===== config.mk =====
export PLATFORM = sky130hd
export DESIGN_NAME = byte_rle_run_decoder
export DESIGN_NICKNAME = d
export VERILOG_FILES = /design/src/hw/rtl/brd_pkg.sv /design/src/hw/rtl/brd_in_stage.sv /design/src/hw/rtl/brd_core.sv /design/src/hw/rtl/brd_out_stage.sv /design/src/hw/rtl/byte_rle_run_decoder.sv
export SDC_FILE = /design/constraint.sdc
export NUM_CORES = 1
export LEC_CHECK = 0
export BUFFER_PORTS_ARGS = -buffer_cell sky130_fd_sc_hd__clkbuf_2
export CELL_PAD_IN_SITES_DETAIL_PLACEMENT = 0
export CELL_PAD_IN_SITES_GLOBAL_PLACEMENT = 1
export CORE_UTILIZATION = 47
export DETAILED_ROUTE_END_ITERATION = 10
export GPL_ROUTABILITY_DRIVEN = 0
export PLACE_DENSITY = 0.81
export SYNTH_ARGS = -nofsm -noshare
export SYNTH_HDL_FRONTEND = slang
export SYNTH_SLANG_ARGS = --single-unit

===== constraint.sdc =====
create_clock -name aclk -period 11.1 [get_ports aclk]
set_input_delay 0.555 -clock aclk [delete_from_list [all_inputs] [get_ports aclk]]
set_output_delay 0.555 -clock aclk [all_outputs]
set_load 0.02 [all_outputs]

===== src/hw/rtl/brd_pkg.sv =====
// ----------------------------------------------------------------------------
// brd_pkg: shared types and constants of the byte run-length decoder
// Field widths, the phase encoding, status codes and the item and
// result records passed between the stages.
// ----------------------------------------------------------------------------
package brd_pkg;

    // Token layout and varint limits
    localparam int TYPE_BITS = 2;
    localparam int LEN_BITS  = 24;
    localparam int TAG_POS   = 7 - TYPE_BITS;
    localparam logic [7:0] TAG_MASK = 8'((1 << TAG_POS) - 1);

    // Fixed field widths
    localparam int CNT_W      = 24;
    localparam int STATUS_W   = 3;
    localparam int TDATA_IN_W = 8;
    localparam int TDATA_W    = 40;
    localparam int CMP_W      = (LEN_BITS + 1 > CNT_W) ? LEN_BITS + 1 : CNT_W;

    // Run types
    localparam int unsigned RT_ZERO    = 0;
    localparam int unsigned RT_ONES    = 1;
    localparam int unsigned RT_REPEAT  = 2;
    localparam int unsigned RT_LITERAL = 3;

    // Decoder phase
    typedef enum logic [2:0] {
        PH_HDR0  = 3'd0,
        PH_HDR1  = 3'd1,
        PH_TOK0  = 3'd2,
        PH_TOK1  = 3'd3,
        PH_WAITB = 3'd4,
        PH_LIT   = 3'd5,
        PH_DRAIN = 3'd6
    } phase_t;

    // Status codes
    typedef enum logic [STATUS_W-1:0] {
        ST_OK         = 3'd0,
        ST_OVERRUN    = 3'd1,
        ST_UNEXPECTED = 3'd2,
        ST_MISMATCH   = 3'd3,
        ST_TOOLARGE   = 3'd4
    } status_t;

    // Output kind
    localparam logic KIND_RUN    = 1'b0;
    localparam logic KIND_STATUS = 1'b1;

    // One input request
    typedef struct packed {
        logic       cmd;
        logic [7:0] code_byte;
        logic       end_of_stream;
    } item_t;

    // One result
    typedef struct packed {
        logic             out_kind;
        logic [7:0]       byte_value;
        logic [CNT_W-1:0] repeat_count;
        status_t          status;
        logic             last_flag;
    } result_t;

endpackage


===== src/hw/rtl/brd_in_stage.sv =====
// ----------------------------------------------------------------------------
// brd_in_stage: input register
// Captures one request from the slave channel and hands it to the
// decoder core when the result register can take its outcome.
// ----------------------------------------------------------------------------
module brd_in_stage (
    input  logic           aclk,
    input  logic           aresetn,
    input  logic           s_valid,
    output logic           s_ready,
    input  brd_pkg::item_t s_item,
    input  logic           out_free,
    output logic           fire,
    output brd_pkg::item_t item
);

    logic           valid_reg;
    brd_pkg::item_t item_reg;

    // Advance the held request when the result side has room
    assign fire    = valid_reg && out_free;
    assign s_ready = !valid_reg || fire;
    assign item    = item_reg;

    // Control: hold or refill the stage
    always_ff @(posedge aclk) begin
        if (!aresetn) begin
            valid_reg <= 1'b0;
        end else if (s_valid && s_ready) begin
            valid_reg <= 1'b1;
        end else if (fire) begin
            valid_reg <= 1'b0;
        end
    end

    // Payload
    always_ff @(posedge aclk) begin
        if (s_valid && s_ready) begin
            item_reg <= s_item;
        end
    end

endmodule


===== src/hw/rtl/brd_core.sv =====
// ----------------------------------------------------------------------------
// brd_core: run-length token decoder
// Holds the stream state, folds one byte per request into it and forms
// the run descriptor or status result that the byte causes.
// ----------------------------------------------------------------------------
module brd_core (
    input  logic                      aclk,
    input  logic                      aresetn,
    input  logic                      cfg_wr_en,
    input  logic [brd_pkg::CNT_W-1:0] cfg_wr_data,
    input  logic                      fire,
    input  brd_pkg::item_t            item,
    output logic                      res_valid,
    output brd_pkg::result_t          res
);

    localparam int LB = brd_pkg::LEN_BITS;
    localparam int CW = brd_pkg::CNT_W;
    localparam int MW = brd_pkg::CMP_W;

    // State
    logic [CW-1:0]                 output_size_reg;
    brd_pkg::phase_t               phase_reg, phase_next;
    logic [LB-1:0]                 acc_reg, acc_next;
    logic [brd_pkg::TYPE_BITS-1:0] rt_reg, rt_next;
    logic [CW-1:0]                 lit_reg, lit_next;
    logic [LB-1:0]                 ctrl_reg, ctrl_next;
    logic [CW-1:0]                 prod_reg, prod_next;
    brd_pkg::status_t              err_reg, err_next;

    // Working values
    logic [7:0]                    b;
    logic                          acc_ovf;
    logic [LB-1:0]                 acc_pushed;
    logic [LB-1:0]                 acc_first;
    logic [LB-1:0]                 hdr_val;
    logic [LB-1:0]                 acc_tok;
    logic [brd_pkg::TYPE_BITS-1:0] tok_type;
    logic                          tok_end;
    logic [CW-1:0]                 avail;
    logic [MW-1:0]                 len_cmp;
    logic [CW-1:0]                 len;
    logic [CW-1:0]                 lit_dec;
    brd_pkg::status_t              err;
    brd_pkg::status_t              final_st;
    logic                          have;
    logic [7:0]                    rv;
    logic [CW-1:0]                 rc;

    assign b          = item.code_byte;
    assign acc_ovf    = |acc_reg[LB-1 -: 7];
    assign acc_pushed = {acc_reg[LB-8:0], b[6:0]};
    assign acc_first  = LB'(b & brd_pkg::TAG_MASK);
    assign hdr_val    = (phase_reg == brd_pkg::PH_HDR0) ? LB'(b[6:0]) : acc_pushed;
    assign avail      = (output_size_reg > prod_reg) ? (output_size_reg - prod_reg) : '0;
    assign len_cmp    = MW'(acc_tok) + MW'(1);
    assign len        = CW'(len_cmp);
    assign lit_dec    = (lit_reg != '0) ? (lit_reg - CW'(1)) : '0;

    // Next state and result for one byte
    always_comb begin
        phase_next = phase_reg;
        acc_next   = acc_reg;
        rt_next    = rt_reg;
        lit_next   = lit_reg;
        ctrl_next  = ctrl_reg;
        prod_next  = prod_reg;
        err_next   = err_reg;
        err        = brd_pkg::ST_OK;
        have       = 1'b0;
        rv         = '0;
        rc         = '0;
        tok_end    = 1'b0;
        acc_tok    = acc_reg;
        tok_type   = rt_reg;
        final_st   = brd_pkg::ST_OK;
        res_valid  = 1'b0;
        res        = '0;

        if (fire) begin
            // Phase work
            case (phase_reg)
                brd_pkg::PH_HDR0, brd_pkg::PH_HDR1: begin
                    if (item.cmd) begin
                        err = brd_pkg::ST_UNEXPECTED;
                    end else if (phase_reg == brd_pkg::PH_HDR1 && acc_ovf) begin
                        err = brd_pkg::ST_TOOLARGE;
                    end else if (b[7]) begin
                        acc_next   = hdr_val;
                        phase_next = brd_pkg::PH_HDR1;
                    end else begin
                        ctrl_next  = hdr_val;
                        acc_next   = '0;
                        phase_next = brd_pkg::PH_TOK0;
                    end
                end
                brd_pkg::PH_TOK0: begin
                    if (item.cmd || ctrl_reg == '0) begin
                        err = brd_pkg::ST_UNEXPECTED;
                    end else begin
                        ctrl_next = ctrl_reg - LB'(1);
                        rt_next   = b[7 -: brd_pkg::TYPE_BITS];
                        tok_type  = b[7 -: brd_pkg::TYPE_BITS];
                        if (b[brd_pkg::TAG_POS] && ctrl_reg > LB'(1)) begin
                            acc_next   = acc_first;
                            phase_next = brd_pkg::PH_TOK1;
                        end else begin
                            tok_end = 1'b1;
                            acc_tok = acc_first;
                        end
                    end
                end
                brd_pkg::PH_TOK1: begin
                    if (item.cmd) begin
                        err = brd_pkg::ST_UNEXPECTED;
                    end else begin
                        ctrl_next = ctrl_reg - LB'(1);
                        if (acc_ovf) begin
                            err = brd_pkg::ST_TOOLARGE;
                        end else if (b[7] && ctrl_reg > LB'(1)) begin
                            acc_next = acc_pushed;
                        end else begin
                            tok_end = 1'b1;
                            acc_tok = acc_pushed;
                        end
                    end
                end
                brd_pkg::PH_WAITB: begin
                    if (!item.cmd) begin
                        err = brd_pkg::ST_UNEXPECTED;
                    end else begin
                        have       = 1'b1;
                        rv         = b;
                        rc         = lit_reg;
                        prod_next  = prod_reg + lit_reg;
                        lit_next   = '0;
                        phase_next = brd_pkg::PH_TOK0;
                    end
                end
                brd_pkg::PH_LIT: begin
                    if (!item.cmd) begin
                        err = brd_pkg::ST_UNEXPECTED;
                    end else begin
                        have      = 1'b1;
                        rv        = b;
                        rc        = CW'(1);
                        prod_next = prod_reg + CW'(1);
                        lit_next  = lit_dec;
                        if (lit_dec == '0) begin
                            phase_next = brd_pkg::PH_TOK0;
                        end
                    end
                end
                default: begin
                end
            endcase

            // Finish a token: check its length against the room left
            if (tok_end) begin
                acc_next = '0;
                if (len_cmp > MW'(avail)) begin
                    err = brd_pkg::ST_OVERRUN;
                end else begin
                    phase_next = brd_pkg::PH_TOK0;
                    if (32'(tok_type) == brd_pkg::RT_ZERO ||
                        32'(tok_type) == brd_pkg::RT_ONES) begin
                        have      = 1'b1;
                        rv        = (32'(tok_type) == brd_pkg::RT_ZERO) ? 8'h00 : 8'hFF;
                        rc        = len;
                        prod_next = prod_reg + len;
                    end else if (32'(tok_type) == brd_pkg::RT_REPEAT) begin
                        lit_next   = len;
                        phase_next = brd_pkg::PH_WAITB;
                    end else if (32'(tok_type) == brd_pkg::RT_LITERAL) begin
                        lit_next   = len;
                        phase_next = brd_pkg::PH_LIT;
                    end
                end
            end

            // Latch the first fault and drain
            if (err != brd_pkg::ST_OK) begin
                err_next   = err;
                phase_next = brd_pkg::PH_DRAIN;
                have       = 1'b0;
            end

            // Form the result
            if (item.end_of_stream) begin
                final_st = err_next;
                if (err_next == brd_pkg::ST_OK) begin
                    final_st = (phase_next == brd_pkg::PH_TOK0 && ctrl_next == '0 &&
                                prod_next == output_size_reg) ?
                               brd_pkg::ST_OK : brd_pkg::ST_MISMATCH;
                end
                res_valid        = 1'b1;
                res.out_kind     = brd_pkg::KIND_STATUS;
                res.byte_value   = have ? rv : 8'h00;
                res.repeat_count = have ? rc : '0;
                res.status       = final_st;
                res.last_flag    = 1'b1;
                // Return to the start of a new stream
                phase_next = brd_pkg::PH_HDR0;
                acc_next   = '0;
                rt_next    = '0;
                lit_next   = '0;
                ctrl_next  = '0;
                prod_next  = '0;
                err_next   = brd_pkg::ST_OK;
            end else if (err != brd_pkg::ST_OK) begin
                res_valid    = 1'b1;
                res.out_kind = brd_pkg::KIND_STATUS;
                res.status   = err;
            end else if (have) begin
                res_valid        = 1'b1;
                res.out_kind     = brd_pkg::KIND_RUN;
                res.byte_value   = rv;
                res.repeat_count = rc;
            end
        end
    end

    // State registers
    always_ff @(posedge aclk) begin
        if (!aresetn) begin
            output_size_reg <= '0;
            phase_reg       <= brd_pkg::PH_HDR0;
            acc_reg         <= '0;
            rt_reg          <= '0;
            lit_reg         <= '0;
            ctrl_reg        <= '0;
            prod_reg        <= '0;
            err_reg         <= brd_pkg::ST_OK;
        end else begin
            if (cfg_wr_en) begin
                output_size_reg <= cfg_wr_data;
            end
            phase_reg <= phase_next;
            acc_reg   <= acc_next;
            rt_reg    <= rt_next;
            lit_reg   <= lit_next;
            ctrl_reg  <= ctrl_next;
            prod_reg  <= prod_next;
            err_reg   <= err_next;
        end
    end

endmodule


===== src/hw/rtl/brd_out_stage.sv =====
// ----------------------------------------------------------------------------
// brd_out_stage: result register
// Holds one result for the master channel and frees itself in the
// same cycle the receiver takes it.
// ----------------------------------------------------------------------------
module brd_out_stage (
    input  logic             aclk,
    input  logic             aresetn,
    input  logic             load,
    input  brd_pkg::result_t res,
    output logic             out_free,
    output logic             m_valid,
    input  logic             m_ready,
    output brd_pkg::result_t m_res
);

    logic             valid_reg;
    brd_pkg::result_t res_reg;

    assign out_free = !valid_reg || m_ready;
    assign m_valid  = valid_reg;
    assign m_res    = res_reg;

    // Control: load a new result or drop the taken one
    always_ff @(posedge aclk) begin
        if (!aresetn) begin
            valid_reg <= 1'b0;
        end else if (load) begin
            valid_reg <= 1'b1;
        end else if (m_ready) begin
            valid_reg <= 1'b0;
        end
    end

    // Payload
    always_ff @(posedge aclk) begin
        if (load) begin
            res_reg <= res;
        end
    end

endmodule


===== src/hw/rtl/byte_rle_run_decoder.sv =====
// ----------------------------------------------------------------------------
// byte_rle_run_decoder: byte run-length decoder with run descriptor output
// Top level: input register, decoder core, result register.
// ----------------------------------------------------------------------------
// Usage:
//   Slave channel: one coded byte per request in s_tdata, the stream select
//   in s_tuser (0 control, 1 data) and s_tlast on the final byte of a stream.
//   Master channel: at most one result per request; m_tuser is 0 for a run
//   descriptor (value, count) and 1 for a status item; m_tlast marks the
//   final status item that closes a stream.
//   cfg_wr_en/cfg_wr_data set the expected decoded size; write it only while
//   no request is in flight.
// Flow:
//   A byte accepted into the input register is decoded by the core once the
//   result register has room, and its result is then loaded into the result
//   register, from which it shows on the master side. The decode state
//   updates once per byte, so the block sustains one byte per cycle while
//   the receiver takes results; bytes that yield no result do not load the
//   result register but still wait until it has room.
// Reset (aresetn low, synchronous) empties both registers and returns the
// decoder to the start of a stream with an expected size of zero.
// When the receiver stalls the result is held; at most one more byte enters
// the input register, after which s_tready drops until the result is taken.
// ----------------------------------------------------------------------------
module byte_rle_run_decoder (
    input  logic                        aclk,
    input  logic                        aresetn,
    // Configuration
    input  logic                        cfg_wr_en,
    input  logic [brd_pkg::CNT_W-1:0]   cfg_wr_data,
    // Slave channel
    input  logic                        s_tvalid,
    output logic                        s_tready,
    input  logic [brd_pkg::TDATA_IN_W-1:0] s_tdata,  // [7:0] code_byte
    input  logic                        s_tuser,     // [0] cmd
    input  logic                        s_tlast,     // end_of_stream
    // Master channel
    output logic                        m_tvalid,
    input  logic                        m_tready,
    output logic [brd_pkg::TDATA_W-1:0] m_tdata,     // [7:0] byte_value,
                                                     // [31:8] repeat_count,
                                                     // [34:32] status, rest 0
    output logic                        m_tuser,     // [0] out_kind
    output logic                        m_tlast      // last_flag
);

    brd_pkg::item_t   s_item;
    brd_pkg::item_t   core_item;
    logic             core_fire;
    logic             core_res_valid;
    brd_pkg::result_t core_res;
    brd_pkg::result_t m_res;
    logic             out_free;

    // Gather the slave fields
    assign s_item.cmd           = s_tuser;
    assign s_item.code_byte     = s_tdata;
    assign s_item.end_of_stream = s_tlast;

    brd_in_stage u_in (
        .aclk     (aclk),
        .aresetn  (aresetn),
        .s_valid  (s_tvalid),
        .s_ready  (s_tready),
        .s_item   (s_item),
        .out_free (out_free),
        .fire     (core_fire),
        .item     (core_item)
    );

    brd_core u_core (
        .aclk        (aclk),
        .aresetn     (aresetn),
        .cfg_wr_en   (cfg_wr_en),
        .cfg_wr_data (cfg_wr_data),
        .fire        (core_fire),
        .item        (core_item),
        .res_valid   (core_res_valid),
        .res         (core_res)
    );

    brd_out_stage u_out (
        .aclk     (aclk),
        .aresetn  (aresetn),
        .load     (core_fire && core_res_valid),
        .res      (core_res),
        .out_free (out_free),
        .m_valid  (m_tvalid),
        .m_ready  (m_tready),
        .m_res    (m_res)
    );

    // Pack the master fields
    assign m_tdata = brd_pkg::TDATA_W'({m_res.status, m_res.repeat_count, m_res.byte_value});
    assign m_tuser = m_res.out_kind;
    assign m_tlast = m_res.last_flag;

`ifndef SYNTHESIS
    // Every end-of-stream byte closes its stream with a result
    a_eos_result: assert property (@(posedge aclk) disable iff (!aresetn)
        core_fire && core_item.end_of_stream |-> core_res_valid && core_res.last_flag)
        else $error("end of stream produced no final result");

    // A run descriptor carries no status and no last flag
    a_run_clean: assert property (@(posedge aclk) disable iff (!aresetn)
        m_tvalid && !m_tuser |-> !m_tlast && m_tdata[34:32] == brd_pkg::ST_OK)
        else $error("run descriptor carries status");

    // A run descriptor never describes zero bytes
    a_run_nonzero: assert property (@(posedge aclk) disable iff (!aresetn)
        m_tvalid && !m_tuser |-> m_tdata[31:8] != '0)
        else $error("empty run descriptor");

    // A status item before the end of the stream is always a fault
    a_mid_status: assert property (@(posedge aclk) disable iff (!aresetn)
        m_tvalid && m_tuser && !m_tlast |-> m_tdata[34:32] != brd_pkg::ST_OK)
        else $error("status item without fault before end of stream");
`endif

endmodule

## Word-level counts from Yosys, hierarchy flattened

Cells that the tools add are included.
W data, S select, Z words.

- Add/subtract/negate cells: 7
- $lt $le $gt $ge: 3
- Eq/ne operators: 17
- Multiplexer cells: 124
- Reductions and logical operators: 29

Operators with widths:

| cell | number |
|---|---|
| $mux W24 | 46 |
| $pmux W24 S2 | 4 |
| $pmux W24 S3 | 2 |
| $mux W3 | 27 |
| $logic_not A24 Y1 | 3 |
| $mux W32 | 2 |
| $mux W8 | 7 |
| $add A24 B24 Y24 | 2 |
| $sub A24 B1 Y24 const B | 2 |
| $mux W36 | 1 |
| $add A24 B1 Y25 const B | 1 |
| $gt A25 B24 Y1 | 1 |
| $add A24 B1 Y24 const B | 1 |
| $eq A24 B24 Y1 | 1 |
| $gt A24 B1 Y1 const B | 1 |
| $gt A24 B24 Y1 | 1 |
| $mux W1 | 24 |
| $pmux W3 S4 | 2 |
| $reduce_bool A24 Y1 | 1 |
| $sub A24 B24 Y24 | 1 |
| $mux W2 | 8 |
| $ne A4 B4 Y1 const B | 3 |
| $eq A3 B2 Y1 const B | 3 |
| $reduce_and A9 Y1 | 1 |
| 17 further kinds | 35 |

- Bits in registers: 177
- Output and inout port bits: 44
- Word-level logic and storage cells: 198

## Depth between registers and ports, before layout

- Depth after elaboration: 21
- Gate-level depth with buffers: 38
- Mapped depth without buffers: 35

## Modules after synthesis

Synthesis repeated with hierarchy kept, for this count alone.

- Cells, all modules: 2,237
- Area, all modules: 16,957.5 µm²

By module, submodules not included:

| module | times used | cells each | area each (µm²) |
|---|---|---|---|
| brd_core | 1 | 2,173 | 15,384.8 |
| brd_out_stage | 1 | 41 | 1,159.9 |
| brd_in_stage | 1 | 16 | 365.4 |
| byte_rle_run_decoder | 1 | 7 | 47.5 |

## Least setup slack after synthesis

No wires, ideal clock.

- Kind: register to register
- Start: register u_core.prod_reg[0]
- End: register u_out.res_reg, in the netlist u_out.m_res[0], enable pin
- Arrival time: 7,539 ps
- Required time: 10,705 ps
- Setup slack: 3,166 ps
- Cell stages (with the launch flop): 35
- Path buffers: 5
- Path through: dfxtp_1 -> ha_1 -> inv_1 -> fa_1 -> a21o_1 -> a21oi_1 -> o21ai_0 -> a21oi_1 -> o21ai_0 -> a21oi_1 -> o21bai_1 -> a2111oi_0 -> o31ai_1 -> o31a_1 -> o41ai_1 -> nor2_1 -> nor3b_1 -> nor2_1 -> clkbuf_1 -> nand2_1 -> ha_1 -> a211oi_1 -> o21bai_1 -> a211oi_1 -> o21ai_0 -> o21ai_0 -> a211oi_1 -> or2_2 -> a211oi_1 -> buf_6 -> buf_2 -> buf_2 -> o21ai_1 -> clkbuf_1 -> nand2_1

- Cells in the longest elaborated chain, start to end: 14
- Elaborated cells on any way between the ends: 17

RTL lines:

| what | RTL line | RTL |
|---|---|---|
| start, declared | brd_core.sv:28 | `logic [CW-1:0] prod_reg, prod_next;` |
| start signal, assigned | brd_core.sv:243 | `prod_reg <= prod_next;` |
| $sub A24 B24 Y24 / $gt A24 B24 Y1 (equally long branches) | brd_core.sv:55 | `assign avail = (output_size_reg > prod_reg) ? (output_size_reg - prod_reg) : '0;` |
| $mux W24 * | brd_core.sv:55 |  |
| $gt A25 B24 Y1 * | brd_core.sv:161 | `if (len_cmp > MW'(avail)) begin` |
| $mux W3 | brd_core.sv:161 |  |
| $mux W3 | brd_core.sv:159 | `if (tok_end) begin` |
| $mux W3 | brd_core.sv:80 | `if (fire) begin` |
| $reduce_bool A3 Y1 | brd_core.sv:182, brd_core.sv:210 |  |
| $mux W1 | brd_core.sv:182 | `if (err != brd_pkg::ST_OK) begin` |
| $mux W1 | brd_core.sv:80 |  |
| $mux W1 | brd_core.sv:214 | `end else if (have) begin` |
| $mux W1 * | brd_core.sv:210 | `end else if (err != brd_pkg::ST_OK) begin` |
| $mux W1 * | brd_core.sv:189 | `if (item.end_of_stream) begin` |
| $mux W1 * | brd_core.sv:80 |  |
| $logic_and A1 B1 Y1 * | byte_rle_run_decoder.sv:85 | `.load (core_fire && core_res_valid),` |
| via u_out.load | brd_out_stage.sv:9 | `input logic load,` |
| end signal, assigned | brd_out_stage.sv:38 | `res_reg <= res;` |
| end, declared | brd_out_stage.sv:18 | `brd_pkg::result_t res_reg;` |

Mark *: on every way through the listed nets, which the timed path passes. The rest lies on a longest branch. The select of a mux whose other input is x is not followed.
A chain may end at the register's enable or synchronous reset.

## Worst setup path in the final report

- Start: register u_core.prod_reg[0]
- End: register u_out.res_reg, in the netlist u_out.m_res[2] (data pin)

- Cells in the longest elaborated chain, start to end: 15
- Elaborated cells on any way between the ends: 33

RTL lines:

| what | RTL line | RTL |
|---|---|---|
| $sub A24 B24 Y24 / $gt A24 B24 Y1 (equally long branches) | brd_core.sv:55 |  |
| $mux W24 | brd_core.sv:55 |  |
| $gt A25 B24 Y1 | brd_core.sv:161 |  |
| $mux W3 | brd_core.sv:161 |  |
| $mux W3 | brd_core.sv:159 |  |
| $mux W3 | brd_core.sv:80 |  |
| $reduce_bool A3 Y1 | brd_core.sv:182, brd_core.sv:210 |  |
| $mux W3 | brd_core.sv:182 |  |
| $mux W3 | brd_core.sv:80 |  |
| $eq A3 B2 Y1 | brd_core.sv:192 | `final_st = (phase_next == brd_pkg::PH_TOK0 && ctrl_next == '0 &&` |
| $logic_and A1 B1 Y1 (2 in series) | brd_core.sv:192 |  |
| $mux W2 | brd_core.sv:193 | `prod_next == output_size_reg) ?` |
| $mux W3 | brd_core.sv:191 | `if (err_next == brd_pkg::ST_OK) begin` |
| $mux W36 * | brd_core.sv:189 |  |

Every way passes the cells marked *; elsewhere a longest branch is shown, timed or not. The select of a mux whose other input is x is not followed.

==> flow_summary.yaml <==
finish:
  finish.instance_area_sq_mm: 0.0171
  synthToLayoutAreaGrowth_pct: 7.67
  finalNetCount: 2257
  finish.utilization: 0.520
  stdcell_count: 2567
  drive_above_1_share: 0.0880
  fillers: 3309
  regArea_sq_mm: 0.00401
  largest_reg_flops: 37
  multiInputGateArea_sq_mm: 0.0111
  antennaDiodeCount: 0
synth:
  yosysSeqAreaShare: 0.253
  ys_ff_latch: 177
  synthCells: 2125
  async_reset_ff_frac: 0
  synth-edff-count: 47
  synth.distinct_cells: 98
  synth.avg_cell_area_sq_um: 7.47
  synthFlopType: "dfxtp_1"
  yosys_warnings: 0
  netlist_area_sq_mm: 0.0159
placed_design:
  dpl_cell_area_sq_mm: 0.0165
  dp_hpwl_um: 45700
  portBuffers: 77
  dp.cells: 2535
drt:
  drt-total-wl_um: 62000
  ant_nets: 0
  vias_per_cell: 6.60
  drc: 0
  wl_per_cell_um: 24.1
  drt-pass1-iter-count: 8
  first_iter_violations: 2149
  vias: 17000
setup_path:
  cp.required_ns: 11.35
  crit_family: "compound AO/OA/AOI/OAI gates"
  worstSetupEndpointType: "register"
  path_buf_inv: 2
  r2r_cells: 35
  cpPeakStageDelay_ns: 0.78
  worst_path_max_delay_cell: "a211oi_4"
  endpoint: "u_out.m_res[2]$_SDFFCE_PN0P_"
  regToRegSetupSlack_ns: 0.90
  start_kind: "register"
  path_class: "register to register"
  cp_common_cell: "o21ai_0"
  startpoint: "u_core.prod_reg[0]$_SDFFE_PN0P_"
  r2r_end: "u_out.m_res[2]$_SDFFCE_PN0P_"
  r2r_start: "u_core.prod_reg[0]$_SDFFE_PN0P_"
  cp.depth: 35
  worstPathMaxFanout: 18
  crit_arrival_ns: 10.45
power_and_ir_drop:
  peakVddDrop_mv: 0.105
  p_leak_nw: 6.44
  powerDensity_mw_per_mm2: 93.6
floorplan:
  fp-row-count: 66
  core_area_sq_mm: 0.0329
  dieWidth_um: 186
  start_util: 0.483
  io_pins: 83
  die_area_sq_mm: 0.0345
  die_height_um: 186
job:
  cap_violations: 0
sta:
  setup_violations: 0
  rsz0062_at_grt: "no"
  finalMaxSlewViolations: 0
  min_period_ns: 10.20
  finalHoldViolations: 0
  skew_ns: 0.0284
  clock.fmax_mhz: 98.0
  finalCritPeriodShare: 0.919
  tightest_slew_ns: 1.30
  setup_tns_ns: 0
  timing.slew.headroom: 0.136
global_route:
  grtUsageTotal: 0.364
  met2_usage: 0.570
  grt_use_met3: 0.0671
  grt_use_met1: 0.451
  grt_pass1_wl_um: 94100
  grt_max_degree: 95
  grt_antenna_before_repair: 0
  grt_pass1_vias: 15900
  overflow: 0
  busiest_layer: "met2"
clock_network:
  htree_levels: 4
  hold_buffers: 0
  clk_pin_slew_ns: 0.08
  cts.sinks: 177
  clockRootBuffer: "clkbuf_16"
  post_cts_buffers: 0
  cts.path.max_buffers: 2
  cts_tree: "done"
  numCtsBuffers: 17
  ctsResizeCount: 0
  clk_latency_ns: 0.48
worst_hold_path:
  hold_class: "primary input to register"
outcome:
  status: "completed"
Yosys cell counts (all sizes together), types with 5 or more instances:
cell	n	area share
a31oi	34	0.014
nand3	76	0.024
nor2	276	0.065
o21ai	158	0.051
a2bb2oi	6	0.0033
nor4b	5	0.0028
a32oi	6	0.0038
nand2	191	0.045
a21o	19	0.0090
edfxtp	47	0.089
mux2	9	0.0066
nor3	64	0.022
nor2b	25	0.0099
xnor2	73	0.041
buf	27	0.0097
and2	11	0.0043
o21bai	6	0.0028
nand4	35	0.015
o22ai	13	0.0051
nand3b	10	0.0047
or4	8	0.0043
or3	21	0.0083
and3	23	0.0091
a222oi	5	0.0032
o31a	5	0.0028
mux2i	42	0.026
nor3b	6	0.0028
nor4	37	0.019
a21oi	181	0.058
inv	71	0.017
o31ai	17	0.0084
a211oi	21	0.010
xor2	33	0.018
o221ai	10	0.0055
clkbuf	112	0.027
o211ai	17	0.0084
ha	103	0.081
a21boi	7	0.0035
nand2b	13	0.0051
a22oi	84	0.040
and4	8	0.0046
o21a	17	0.0080
a221oi	5	0.0028
dfxtp	130	0.16
layout make-up:
cell class | instances | share of cell area
Multi-Input combinational cell | 1742 | 0.648
Clock buffer | 18 | 0.0251
Timing Repair Buffer | 103 | 0.0340
Inverter | 71 | 0.0157
Tap cell | 442 | 0.0324
Sequential cell | 177 | 0.235
Clock inverter | 14 | 0.00952
placed cells by master, fill, tap and decap left out, drive strengths merged, types with 19 or more instances in the layout:
| master | instances |
|---|---|
| nor2 | 276 |
| nand2 | 191 |
| a21oi | 181 |
| o21ai | 158 |
| dfxtp | 130 |
| ha | 103 |
| clkbuf | 95 |
| a22oi | 84 |
| inv | 78 |
| nand3 | 76 |
| xnor2 | 73 |
| nor3 | 64 |
| edfxtp | 47 |
| mux2i | 42 |
| nor4 | 37 |
| nand4 | 35 |
| a31oi | 34 |
| xor2 | 33 |
| buf | 26 |
| nor2b | 25 |
| and3 | 23 |
| or3 | 21 |
| a211oi | 21 |
| a21o | 19 |
routing by layer:
layer	share of wire	up-vias
met4	0.069	0
met5	0	-
met2	0.45	915
met1	0.41	8009
li1	-	7809
met3	0.078	220
logic make-up (layout without fill, tap and decap cells):
family / count (synthesis) / count (layout) / share of synthesized area
XOR/XNOR: 106 / 106 / 0.0590
multiplexers: 51 / 51 / 0.0331
other: 1 / 5 / 0.000236
flip-flops: 177 / 177 / 0.253
buffers and inverters: 210 / 206 / 0.0531
adder cells (fa/ha/maj): 106 / 106 / 0.0850
AO/OA/AOI/OAI: 652 / 652 / 0.263
AND/OR/NAND/NOR: 822 / 822 / 0.254
per-stage QoR:
step | power (mW) | setup WS (ns) | hold WS (ns)
after global placement | 0.979 | 1.68 | 0.464
final | 1.60 | 0.898 | 0.249
after CTS | 1.60 | 1.23 | 0.233
after detailed placement | 0.982 | 1.35 | 0.475
after floorplan | 0.892 | 3.17 | 0.454
after global routing | 1.65 | 0.344 | 0.238
power breakdown:
group          total [mW]  leakage (nW)  internal [mW]  switching (mW)
Combinational       0.280          4.64         0.0958           0.185
Sequential          0.698          1.51          0.676          0.0218
Clock               0.622         0.288          0.303           0.319
Total                1.60          6.44           1.07           0.525
worst min path at each step:
stage	cells past startpoint	to	start	slack (ns)
5_1_grt	1	u_in.item[5]$_DFFE_PP_	s_tdata[4]	0.24
2_1_floorplan	2	u_core.acc_reg[17]$_SDFFE_PN0P_	u_core.acc_reg[17]$_SDFFE_PN0P_	0.45
3_3_place_gp	2	u_core.rt_reg[0]$_SDFFE_PN0P_	u_core.rt_reg[0]$_SDFFE_PN0P_	0.46
4_1_cts	1	u_in.item[9]$_DFFE_PP_	s_tuser	0.23
3_5_place_dp	2	u_core.rt_reg[0]$_SDFFE_PN0P_	u_core.rt_reg[0]$_SDFFE_PN0P_	0.48
6_report	1	u_in.item[9]$_DFFE_PP_	s_tuser	0.25
(Power assumes the default switching activity.)
